$ cat config.mk
export PLATFORM = sky130hd
export DESIGN_NAME = pinned_lru_cache_manager_core
export DESIGN_NICKNAME = d
export VERILOG_FILES = /design/src/design/plcm_pkg.sv /design/src/design/plcm_ctrl.sv /design/src/design/plcm_datapath.sv /design/src/design/pinned_lru_cache_manager_core.sv
export VERILOG_INCLUDE_DIRS = /design/src /design/src/design
export SDC_FILE = /design/constraint.sdc
export NUM_CORES = 2
export LEC_CHECK = 0
export BUFFER_PORTS_ARGS = -buffer_cell sky130_fd_sc_hd__buf_2
export CAP_MARGIN = 20
export CORE_MARGIN = 5
export CORE_UTILIZATION = 63
export DETAILED_ROUTE_END_ITERATION = 10
export PLACE_DENSITY_LB_ADDON = 0.15
export SETUP_SLACK_MARGIN = 0.05
export SLEW_MARGIN = 10
export SYNTH_ARGS = -nofsm -noshare
export SYNTH_HDL_FRONTEND = slang
export SYNTH_SLANG_ARGS = --single-unit
$ cat constraint.sdc
create_clock -name aclk -period 9.8 [get_ports aclk]
set_input_delay 2.45 -clock aclk [delete_from_list [all_inputs] [get_ports aclk]]
set_output_delay 2.45 -clock aclk [all_outputs]
set_load 0.05 [all_outputs]
$ cat src/design/pinned_lru_cache_manager_core_defines.svh
// ----------------------------------------------------------------------------
// pinned_lru_cache_manager_core_defines
// Shared assertion macros for the residency manager.
// ----------------------------------------------------------------------------
`ifndef PINNED_LRU_CACHE_MANAGER_CORE_DEFINES_SVH
`define PINNED_LRU_CACHE_MANAGER_CORE_DEFINES_SVH

// Whenever a holds, c holds in the same cycle.
`define PLCM_ASSERT_NOW(label, clk, rstn, a, c) \
    label: assert property (@(posedge clk) disable iff (!(rstn)) (a) |-> (c)) \
        else $error("plcm check failed");

// Whenever a holds, c holds in the next cycle.
`define PLCM_ASSERT_NEXT(label, clk, rstn, a, c) \
    label: assert property (@(posedge clk) disable iff (!(rstn)) (a) |=> (c)) \
        else $error("plcm check failed");

`endif

$ cat src/design/plcm_pkg.sv
// ----------------------------------------------------------------------------
// plcm_pkg
// Types and constants shared by the residency manager controller and datapath.
// ----------------------------------------------------------------------------
package plcm_pkg;

    localparam int IDX_W   = 5;
    localparam int BYTES_W = 28;
    localparam int MEM_W   = 34;
    localparam int CNT_W   = 6;
    localparam int IMG_W   = 6;
    localparam int LIM_W   = 32;
    localparam int CFG_IDX_W = 2;

    localparam logic [IMG_W-1:0] MAX_IMAGES_RST = 6'd63;
    localparam logic [LIM_W-1:0] MAX_MEMORY_RST = 32'd500000000;

    localparam logic [CFG_IDX_W-1:0] CFG_MAX_IMAGES = 2'd0;
    localparam logic [CFG_IDX_W-1:0] CFG_MAX_MEMORY = 2'd1;

    localparam logic [1:0] MODE_LOCK   = 2'd0;
    localparam logic [1:0] MODE_UNLOCK = 2'd1;
    localparam logic [1:0] MODE_CLEAR  = 2'd2;

    typedef enum logic [2:0] {
        KIND_HIT      = 3'd0,
        KIND_LOAD     = 3'd1,
        KIND_PINNED   = 3'd2,
        KIND_RELEASED = 3'd3,
        KIND_EVICTED  = 3'd4,
        KIND_CLEARED  = 3'd5,
        KIND_ERROR    = 3'd6
    } kind_t;

    typedef enum logic [2:0] {
        CMD_NONE,
        CMD_LOAD,
        CMD_APPLY,
        CMD_EMIT,
        CMD_EVICT
    } cmd_op_t;

    typedef struct packed {
        cmd_op_t op;
        logic    last;
    } ctl_cmd_t;

    typedef struct packed {
        logic out_free;
        logic evict_needed;
        logic enforce;
    } dp_status_t;

endpackage

$ cat src/design/plcm_ctrl.sv
// ----------------------------------------------------------------------------
// plcm_ctrl
// Request sequencer: accept, apply, emit results and walk evictions.
// ----------------------------------------------------------------------------
`include "pinned_lru_cache_manager_core_defines.svh"

module plcm_ctrl (
    input  logic                  aclk,
    input  logic                  aresetn,
    input  logic                  s_tvalid,
    output logic                  s_tready,
    input  plcm_pkg::dp_status_t  status,
    output plcm_pkg::ctl_cmd_t    cmd
);

    typedef enum logic [1:0] {
        S_IDLE,
        S_APPLY,
        S_EMIT,
        S_EVICT
    } state_t;

    state_t state_reg, state_next;
    logic   s_tready_reg, s_tready_next;
    logic   last_now;

    assign s_tready = s_tready_reg;
    assign last_now = !(status.enforce && status.evict_needed);

    always_comb begin
        state_next    = state_reg;
        s_tready_next = s_tready_reg;
        cmd.op        = plcm_pkg::CMD_NONE;
        cmd.last      = 1'b0;
        unique case (state_reg)
            S_IDLE: begin
                if (s_tvalid && s_tready_reg) begin
                    cmd.op        = plcm_pkg::CMD_LOAD;
                    state_next    = S_APPLY;
                    s_tready_next = 1'b0;
                end
            end
            S_APPLY: begin
                cmd.op     = plcm_pkg::CMD_APPLY;
                state_next = S_EMIT;
            end
            S_EMIT: begin
                if (status.out_free) begin
                    cmd.op   = plcm_pkg::CMD_EMIT;
                    cmd.last = last_now;
                    if (last_now) begin
                        state_next    = S_IDLE;
                        s_tready_next = 1'b1;
                    end else begin
                        state_next = S_EVICT;
                    end
                end
            end
            S_EVICT: begin
                cmd.op     = plcm_pkg::CMD_EVICT;
                state_next = S_EMIT;
            end
            default: begin
                state_next = S_IDLE;
            end
        endcase
    end

    always_ff @(posedge aclk) begin
        if (!aresetn) begin
            state_reg    <= S_IDLE;
            s_tready_reg <= 1'b1;
        end else begin
            state_reg    <= state_next;
            s_tready_reg <= s_tready_next;
        end
    end

    `PLCM_ASSERT_NOW(a_evict_only_enforced, aclk, aresetn,
        cmd.op == plcm_pkg::CMD_EVICT, status.enforce)
    `PLCM_ASSERT_NEXT(a_accept_then_apply, aclk, aresetn,
        s_tvalid && s_tready, state_reg == S_APPLY && !s_tready)
    `PLCM_ASSERT_NOW(a_emit_has_slot, aclk, aresetn,
        cmd.op == plcm_pkg::CMD_EMIT, status.out_free)

endmodule

$ cat src/design/plcm_datapath.sv
// ----------------------------------------------------------------------------
// plcm_datapath
// Entry tables, recency list, counters, limits and the result register.
// ----------------------------------------------------------------------------
`include "pinned_lru_cache_manager_core_defines.svh"

module plcm_datapath #(
    parameter int ENTRIES    = 32,
    parameter int COUNT_BITS = 16
) (
    input  logic                                  aclk,
    input  logic                                  aresetn,
    input  plcm_pkg::ctl_cmd_t                    cmd,
    output plcm_pkg::dp_status_t                  status,
    input  logic [1:0]                            in_mode,
    input  logic [plcm_pkg::IDX_W-1:0]            in_index,
    input  logic [plcm_pkg::BYTES_W-1:0]          in_bytes,
    input  logic                                  cfg_we,
    input  logic [plcm_pkg::CFG_IDX_W-1:0]        cfg_index,
    input  logic [plcm_pkg::LIM_W-1:0]            cfg_data,
    output logic                                  m_tvalid,
    input  logic                                  m_tready,
    // [4:0] result_index, [10:5] images_loaded, [44:11] memory_used, [47:45] zero
    output logic [47:0]                           m_tdata,
    // [2:0] kind
    output logic [2:0]                            m_tuser,
    output logic                                  m_tlast
);

    localparam int DEPTH = (ENTRIES > 32) ? 32 : ENTRIES;
    localparam int AW    = $clog2(DEPTH);
    localparam int IW    = plcm_pkg::IDX_W;
    localparam int CW    = plcm_pkg::CNT_W;
    localparam int GW    = plcm_pkg::IMG_W;
    localparam int MW    = plcm_pkg::MEM_W;

    // request
    logic [1:0]                   mode_reg;
    logic [IW-1:0]                idx_reg;
    logic [plcm_pkg::BYTES_W-1:0] nbytes_reg;

    // entry state
    logic [DEPTH-1:0]             resident_reg, free_reg;
    logic [COUNT_BITS-1:0]        pin_reg [DEPTH];
    logic [plcm_pkg::BYTES_W-1:0] rbytes_mem [DEPTH];
    logic [AW-1:0]                next_mem [DEPTH];
    logic [AW-1:0]                prev_mem [DEPTH];
    logic [AW-1:0]                head_reg, tail_reg;
    logic [CW-1:0]                len_reg;
    logic [plcm_pkg::IMG_W-1:0]   loaded_reg;
    logic [MW-1:0]                bytes_reg;

    logic [plcm_pkg::IMG_W-1:0]   max_img_reg;
    logic [plcm_pkg::LIM_W-1:0]   max_mem_reg;

    plcm_pkg::kind_t              kind_reg;
    logic [IW-1:0]                ridx_reg;
    logic                         enf_reg;
    logic                         link_pend_reg;
    logic [AW-1:0]                link_at_reg, link_val_reg;

    logic                         out_valid_reg;
    logic [47:0]                  out_data_reg;
    plcm_pkg::kind_t              out_kind_reg;
    logic                         out_last_reg;

    // decode of the held request
    logic [AW-1:0]         a, e, rp, rq;
    logic                  idx_ok, pin_full;
    logic [COUNT_BITS-1:0] pin_cur;
    plcm_pkg::kind_t       kind_a;
    logic                  do_clear, do_hit, do_miss, do_dec, do_push, do_rm, enf_a;
    logic                  is_apply, is_evict, rm_en, push_en;
    logic [MW-1:0]         rb_t;

    assign a        = idx_reg[AW-1:0];
    assign idx_ok   = {1'b0, idx_reg} < 6'(ENTRIES);
    assign pin_cur  = pin_reg[a];
    assign pin_full = (pin_cur == {COUNT_BITS{1'b1}});
    assign is_apply = (cmd.op == plcm_pkg::CMD_APPLY);
    assign is_evict = (cmd.op == plcm_pkg::CMD_EVICT);

    // one link read port: tail while evicting, request entry otherwise
    assign e  = is_evict ? tail_reg : a;
    assign rp = prev_mem[e];
    assign rq = next_mem[e];
    assign rb_t = MW'(rbytes_mem[tail_reg]);

    always_comb begin
        kind_a   = plcm_pkg::KIND_ERROR;
        do_clear = 1'b0;
        do_hit   = 1'b0;
        do_miss  = 1'b0;
        do_dec   = 1'b0;
        do_push  = 1'b0;
        do_rm    = 1'b0;
        enf_a    = 1'b0;
        priority if (mode_reg == plcm_pkg::MODE_CLEAR) begin
            if (CW'(len_reg) == CW'(loaded_reg)) begin
                kind_a   = plcm_pkg::KIND_CLEARED;
                do_clear = 1'b1;
            end
        end else if (mode_reg != plcm_pkg::MODE_LOCK && mode_reg != plcm_pkg::MODE_UNLOCK) begin
            kind_a = plcm_pkg::KIND_ERROR;
        end else if (!idx_ok) begin
            kind_a = plcm_pkg::KIND_ERROR;
        end else if (mode_reg == plcm_pkg::MODE_LOCK) begin
            if (!pin_full) begin
                if (resident_reg[a]) begin
                    kind_a = plcm_pkg::KIND_HIT;
                    do_hit = 1'b1;
                    do_rm  = free_reg[a];
                end else begin
                    kind_a  = plcm_pkg::KIND_LOAD;
                    do_miss = 1'b1;
                    enf_a   = 1'b1;
                end
            end
        end else begin
            if (pin_cur != '0 && resident_reg[a] && !free_reg[a]) begin
                do_dec = 1'b1;
                if (pin_cur == COUNT_BITS'(1)) begin
                    kind_a  = plcm_pkg::KIND_RELEASED;
                    do_push = 1'b1;
                    enf_a   = 1'b1;
                end else begin
                    kind_a = plcm_pkg::KIND_PINNED;
                end
            end
        end
    end

    assign rm_en   = (is_apply && do_rm) || is_evict;
    assign push_en = is_apply && do_push;

    // control and counters
    always_ff @(posedge aclk) begin
        if (!aresetn) begin
            resident_reg  <= '0;
            free_reg      <= '0;
            head_reg      <= '0;
            tail_reg      <= '0;
            len_reg       <= '0;
            loaded_reg    <= '0;
            bytes_reg     <= '0;
            max_img_reg   <= plcm_pkg::MAX_IMAGES_RST;
            max_mem_reg   <= plcm_pkg::MAX_MEMORY_RST;
            enf_reg       <= 1'b0;
            link_pend_reg <= 1'b0;
            out_valid_reg <= 1'b0;
            for (int i = 0; i < DEPTH; i++) begin
                pin_reg[i] <= '0;
            end
        end else begin
            if (cfg_we) begin
                if (cfg_index == plcm_pkg::CFG_MAX_IMAGES) begin
                    max_img_reg <= cfg_data[plcm_pkg::IMG_W-1:0];
                end else if (cfg_index == plcm_pkg::CFG_MAX_MEMORY) begin
                    max_mem_reg <= cfg_data;
                end
            end
            link_pend_reg <= 1'b0;
            if (is_apply) begin
                enf_reg <= enf_a;
                if (do_clear) begin
                    resident_reg <= '0;
                    free_reg     <= '0;
                    head_reg     <= '0;
                    tail_reg     <= '0;
                    len_reg      <= '0;
                    loaded_reg   <= '0;
                    bytes_reg    <= '0;
                end
                if (do_hit || do_miss) begin
                    pin_reg[a] <= pin_cur + COUNT_BITS'(1);
                end
                if (do_dec) begin
                    pin_reg[a] <= pin_cur - COUNT_BITS'(1);
                end
                if (do_miss) begin
                    resident_reg[a] <= 1'b1;
                    loaded_reg      <= loaded_reg + GW'(1);
                    bytes_reg       <= bytes_reg + MW'(nbytes_reg);
                end
            end
            if (rm_en) begin
                if (e == head_reg) head_reg <= rq;
                if (e == tail_reg) tail_reg <= rp;
                free_reg[e] <= 1'b0;
                if (len_reg != '0) len_reg <= len_reg - CW'(1);
            end
            if (is_evict) begin
                resident_reg[tail_reg] <= 1'b0;
                if (loaded_reg != '0) loaded_reg <= loaded_reg - GW'(1);
                bytes_reg <= bytes_reg - ((bytes_reg >= rb_t) ? rb_t : bytes_reg);
            end
            if (push_en) begin
                if (len_reg == '0) begin
                    tail_reg <= a;
                end else begin
                    link_pend_reg <= 1'b1;
                end
                head_reg    <= a;
                free_reg[a] <= 1'b1;
                len_reg     <= len_reg + CW'(1);
            end
            if (cmd.op == plcm_pkg::CMD_EMIT) begin
                out_valid_reg <= 1'b1;
            end else if (m_tready) begin
                out_valid_reg <= 1'b0;
            end
        end
    end

    // payload and link tables
    always_ff @(posedge aclk) begin
        if (cmd.op == plcm_pkg::CMD_LOAD) begin
            mode_reg   <= in_mode;
            idx_reg    <= in_index;
            nbytes_reg <= in_bytes;
        end
        if (is_apply) begin
            kind_reg <= kind_a;
            ridx_reg <= (kind_a == plcm_pkg::KIND_CLEARED ||
                         mode_reg == plcm_pkg::MODE_CLEAR ||
                         (mode_reg != plcm_pkg::MODE_LOCK &&
                          mode_reg != plcm_pkg::MODE_UNLOCK)) ? '0 : idx_reg;
            if (do_miss) rbytes_mem[a] <= nbytes_reg;
        end
        if (is_evict) begin
            kind_reg <= plcm_pkg::KIND_EVICTED;
            ridx_reg <= IW'(tail_reg);
        end
        if (rm_en) begin
            if (e != head_reg) next_mem[rp] <= rq;
            if (e != tail_reg) prev_mem[rq] <= rp;
        end
        if (push_en) begin
            if (len_reg != '0) next_mem[a] <= head_reg;
            prev_mem[a]  <= a;
            link_at_reg  <= head_reg;
            link_val_reg <= a;
        end
        // finish the push: old head points back to the new one
        if (link_pend_reg) begin
            prev_mem[link_at_reg] <= link_val_reg;
        end
        if (cmd.op == plcm_pkg::CMD_EMIT) begin
            out_data_reg <= {3'b000, bytes_reg, loaded_reg, ridx_reg};
            out_kind_reg <= kind_reg;
            out_last_reg <= cmd.last;
        end
    end

    assign status.out_free     = !out_valid_reg || m_tready;
    assign status.enforce      = enf_reg;
    assign status.evict_needed = (len_reg != '0) &&
                                 ((loaded_reg > max_img_reg) ||
                                  (bytes_reg > MW'(max_mem_reg)));

    assign m_tvalid = out_valid_reg;
    assign m_tdata  = out_data_reg;
    assign m_tuser  = out_kind_reg;
    assign m_tlast  = out_last_reg;

    `PLCM_ASSERT_NOW(a_list_within_loaded, aclk, aresetn,
        1'b1, CW'(len_reg) <= CW'(loaded_reg))
    `PLCM_ASSERT_NOW(a_list_members_resident, aclk, aresetn,
        1'b1, (free_reg & ~resident_reg) == '0)
    `PLCM_ASSERT_NOW(a_list_count_matches, aclk, aresetn,
        1'b1, $countones(free_reg) == int'(len_reg))

endmodule

$ cat src/design/pinned_lru_cache_manager_core.sv
// ----------------------------------------------------------------------------
// pinned_lru_cache_manager_core
// Pinned LRU residency manager: lock, unlock and clear requests in, one or
// more result beats out, with evictions from the recency tail.
// ----------------------------------------------------------------------------
//  channel | dir | handshake          | payload
//  s_      | in  | s_tvalid/s_tready  | mode on s_tuser; entry_index, entry_bytes
//  m_      | out | m_tvalid/m_tready  | kind on m_tuser; result_index,
//          |     |                    | images_loaded, memory_used; last on m_tlast
//  cfg_    | in  | cfg_valid/cfg_ready| cfg_index, cfg_data
//
// A request steps through accept, apply and emit, plus a list tail unlink and an
// emit for each eviction it causes; the single-port link tables set these
// steps. One request is in work at a time.
// Reset is synchronous, active low; all counts and flags clear at once.
// A stalled m_ beat holds the sequencer in its emit step; cfg_ready is high.
// ----------------------------------------------------------------------------
module pinned_lru_cache_manager_core #(
    parameter int ENTRIES    = 32,
    parameter int COUNT_BITS = 16
) (
    input  logic                               aclk,
    input  logic                               aresetn,
    input  logic                               s_tvalid,
    output logic                               s_tready,
    // [1:0] mode
    input  logic [1:0]                         s_tuser,
    // [4:0] entry_index, [32:5] entry_bytes, [39:33] zero
    input  logic [39:0]                        s_tdata,
    output logic                               m_tvalid,
    input  logic                               m_tready,
    // [2:0] kind
    output logic [2:0]                         m_tuser,
    // [4:0] result_index, [10:5] images_loaded, [44:11] memory_used, [47:45] zero
    output logic [47:0]                        m_tdata,
    output logic                               m_tlast,
    input  logic                               cfg_valid,
    output logic                               cfg_ready,
    input  logic [plcm_pkg::CFG_IDX_W-1:0]     cfg_index,
    input  logic [plcm_pkg::LIM_W-1:0]         cfg_data
);

    plcm_pkg::ctl_cmd_t   cmd;
    plcm_pkg::dp_status_t status;

    assign cfg_ready = 1'b1;

    plcm_ctrl u_ctrl (
        .aclk     (aclk),
        .aresetn  (aresetn),
        .s_tvalid (s_tvalid),
        .s_tready (s_tready),
        .status   (status),
        .cmd      (cmd)
    );

    plcm_datapath #(
        .ENTRIES    (ENTRIES),
        .COUNT_BITS (COUNT_BITS)
    ) u_datapath (
        .aclk      (aclk),
        .aresetn   (aresetn),
        .cmd       (cmd),
        .status    (status),
        .in_mode   (s_tuser),
        .in_index  (s_tdata[4:0]),
        .in_bytes  (s_tdata[32:5]),
        .cfg_we    (cfg_valid && cfg_ready),
        .cfg_index (cfg_index),
        .cfg_data  (cfg_data),
        .m_tvalid  (m_tvalid),
        .m_tready  (m_tready),
        .m_tdata   (m_tdata),
        .m_tuser   (m_tuser),
        .m_tlast   (m_tlast)
    );

endmodule

==> flow_metrics.env <==
export IMPL_status="finished, final reports clean"
export IMPL_ys_seq_elements=1999
export IMPL_seq_area_frac_synth_pct=66.2
export IMPL_setup_tns_ps=0
export IMPL_clkTransAtPathRegs_ps=60
export IMPL_skew_ps=63.4
export IMPL_largest_reg_flops=896
export IMPL_worstMarginPinSlew_ps=1240
export IMPL_p_int_w=0.0143
export IMPL_critPathMaxFanout=24
export IMPL_post_cts_buffers=0
export IMPL_finalCritPeriodShare_pct=88.2
export IMPL_slew_headroom_pct=17.4
export IMPL_drv_slew=0
export IMPL_layout_commonest_cell="edfxtp_1"
export IMPL_initial_utilization_pct=63.3
export IMPL_synth_cells=5893
export IMPL_syn_area_um2=88100
export IMPL_rsz0062_at_grt="false"
export IMPL_drt_pass1_iterations=8
export IMPL_cts_tree="done"
export IMPL_cap_violations=0
export IMPL_final_area_um2=97700
export IMPL_numCtsBuffers=194
export IMPL_antenna_found_initial=14
export IMPL_via_count=55430
export IMPL_setup_viol=0
export IMPL_seqPwrFrac_pct=50.0
export IMPL_synthArstFlopShare_pct=0
export IMPL_io_pin_count=136
export IMPL_fin_crit_ps=8640
export IMPL_fillers=8991
export IMPL_cts_max_path_buffers=3
export IMPL_clk_insertion_delay_late_ps=850
export IMPL_synth_top_area_share_pct=62.3
export IMPL_via_per_inst=6.90
export IMPL_ctsHoldBuffers=0
export IMPL_diodes=0
export IMPL_root_buffer="clkbuf_16"
export IMPL_hold_slack_ps=416
export IMPL_yosysWarnings=0
export IMPL_hold_path_end="u_datapath.m_tdata[3]"
export IMPL_grt_overflow_total=0
export IMPL_placed_area_um2=91200
export IMPL_cp_data_arrival_time_ps=9330
export IMPL_slowest_stage="nor4_1"
export IMPL_dp_hpwl_um=145000
export IMPL_max_stage_delay_ps=870
export IMPL_numPortBuffers=124
export IMPL_cp_num_buf_inv=3
export IMPL_clkPwrFrac_pct=38.7
export IMPL_die_y_um=384
export IMPL_final_cell_mix="edfxtp_1, nor2_1, nand2_1"
export IMPL_gp_routability_congestion=0.945
export IMPL_synth_ff_type="edfxtp_1"
export IMPL_combPwrFrac_pct=11.3
export IMPL_switching_share_pct=25.1
export IMPL_wl_per_cell_um=30.5
export IMPL_synth_cell_type_count=99
export IMPL_post_route_cells_drive_above_1_share_pct=19.9
export IMPL_drc=0
export IMPL_syn_to_final_growth_pct=10.9
export IMPL_ir_worst_vdd_uv=158
export IMPL_dp_cells=7661
export IMPL_hold_class="reg -> reg"
export IMPL_r2r_setup_slack_ps=1160
export IMPL_hold_depth=0
export IMPL_grtUsageTotal_pct=33.1
export IMPL_grt_pass1_vias=53925
export IMPL_ctsResizeCount=0
export IMPL_power_w=0.0191
export IMPL_crit_top_cell="a21oi_1"
export IMPL_fmax_mhz=116
export IMPL_drtAntennaViolNets=0
export IMPL_dieArea_um2=147000
export IMPL_min_delay_start="u_datapath.ridx_reg[3]"
export IMPL_fp_dieW_um=384
export IMPL_coreArea_um2=139000
export IMPL_drt_iter0_markers=8748
export IMPL_cts_sinks=1999
export IMPL_r2r_end="u_datapath.bytes_reg[31]"
export IMPL_syn_avg_cell_area_um2=15.0
export IMPL_synth_area_leaders="edfxtp_1, mux4_2, dfxtp_1, nor2_1, ha_1"
export IMPL_crit_required_ps=10490
export IMPL_r2r_start="u_datapath.tail_reg[2]"
export IMPL_final_nets=6205
export IMPL_p_leak_nw=32.6
export IMPL_grt_max_degree=86
export IMPL_startpoint_type="register"
export IMPL_std_cell_rows=137
export IMPL_grt_pass1_wl_um=357000
export IMPL_ff2ff_path_depth=25
export IMPL_cpLargestDelayFamily="compound AO/OA/AOI/OAI gates"
export IMPL_fin_cells=8036
export IMPL_p_per_area_nw_per_um2=196
export IMPL_power_switching_w=0.00481
export IMPL_wl_um=245000
export IMPL_yosysTopAreaCell="edfxtp_1"
export IMPL_synth_edf_count=1827
export IMPL_path_class="reg -> reg"
export IMPL_hold_viol_final=0
export IMPL_htree_levels=4
export IMPL_cp_end_kind="register"
## cell type report
type                            instances  area, um2  share of cell area (%)
Inverter                              105        397                   0.406
Timing Repair Buffer                  292       2200                    2.25
Clock buffer                          262       5240                    5.36
Sequential cell                      1999      58300                    59.7
Clock inverter                        103       1120                    1.14
Tap cell                             1876       2350                    2.40
Multi-Input combinational cell       3399      28100                    28.8
## synth_stat cells, types with 31 or more instances
cell      count
nor3_1       60
a22o_1       92
a32o_1       32
dfxtp_1     172
buf_2        99
nand3_1      72
a21oi_1     181
o21ai_0     186
clkbuf_1    199
edfxtp_1   1827
mux2_2      122
mux2i_1     128
a21o_1       50
o211ai_1     35
nand2_1     416
mux4_2      406
nor2b_1      31
a22oi_1     125
nor4_1       36
ha_1        131
xnor2_1      47
buf_1        48
inv_1        99
nor2_1      783
xor2_1       31
## worst reg2reg max path: cells and delay by family (launching register included)
family / cells / cell delay (ps)
and+or+nand+nor: 5 / 2210
buffers and inverters: 3 / 1160
muxes: 1 / 390
AOI/OAI and AO/OA: 14 / 3510
DFF: 1 / 620
adders and majority gates: 2 / 620
## worst max path at each step
stage / from / end / slack (ps) / depth (start not counted)
floorplan: u_datapath.tail_reg[0] / u_datapath.bytes_reg[30] / 2350 / 31
CTS: u_datapath.tail_reg[2] / u_datapath.bytes_reg[31] / 1330 / 25
finish: u_datapath.tail_reg[2] / u_datapath.bytes_reg[31] / 1160 / 25
global placement: u_datapath.tail_reg[4] / u_datapath.bytes_reg[30] / 1500 / 27
global route: u_datapath.tail_reg[4] / u_datapath.bytes_reg[31] / 860 / 25
detailed placement: u_datapath.tail_reg[4] / u_datapath.bytes_reg[30] / 1440 / 25
## through the flow
step / worst slack, ps / utilization (%)
6_report: 1160 / 70.2
5_1_grt: 857 / 70.2
4_1_cts: 1330 / 70.1
3_5_place_dp: 1440 / 65.5
3_3_place_gp: 1500 / 65.4
2_1_floorplan: 2350 / -
## cell families after synthesis
family                   after synthesis  share of synthesized area (%)
multiplexers                         656                           13.4
XOR/XNOR                              78                          0.775
buffers and inverters                497                           2.56
other                                  2                        0.00852
AO/OA/AOI/OAI                        940                           7.33
adder cells (fa/ha/maj)              133                           1.91
AND/OR/NAND/NOR                     1588                           7.86
flip-flops                          1999                           66.2
## power by group through the flow
stage	Combinational [W]	Sequential (W)	Clock, W
2_1_floorplan	0.00140	0.00971	0
3_3_place_gp	0.00204	0.00974	0
3_5_place_dp	0.00208	0.00975	0
4_1_cts	0.00210	0.00957	0.00745
5_1_grt	0.00228	0.00958	0.00783
6_report	0.00216	0.00957	0.00740
## per-layer routing
metal  share of wire [%]  up-vias  global-route usage [%]
met4                 3.7        4                    11.4
li1                    -    23112                       -
met3                  13      565                    7.94
met5               0.010        -                       0
met1                  37    27668                    47.3
met2                  46     4081                    51.0
Note: power is estimated with default switching activity, not from simulation.
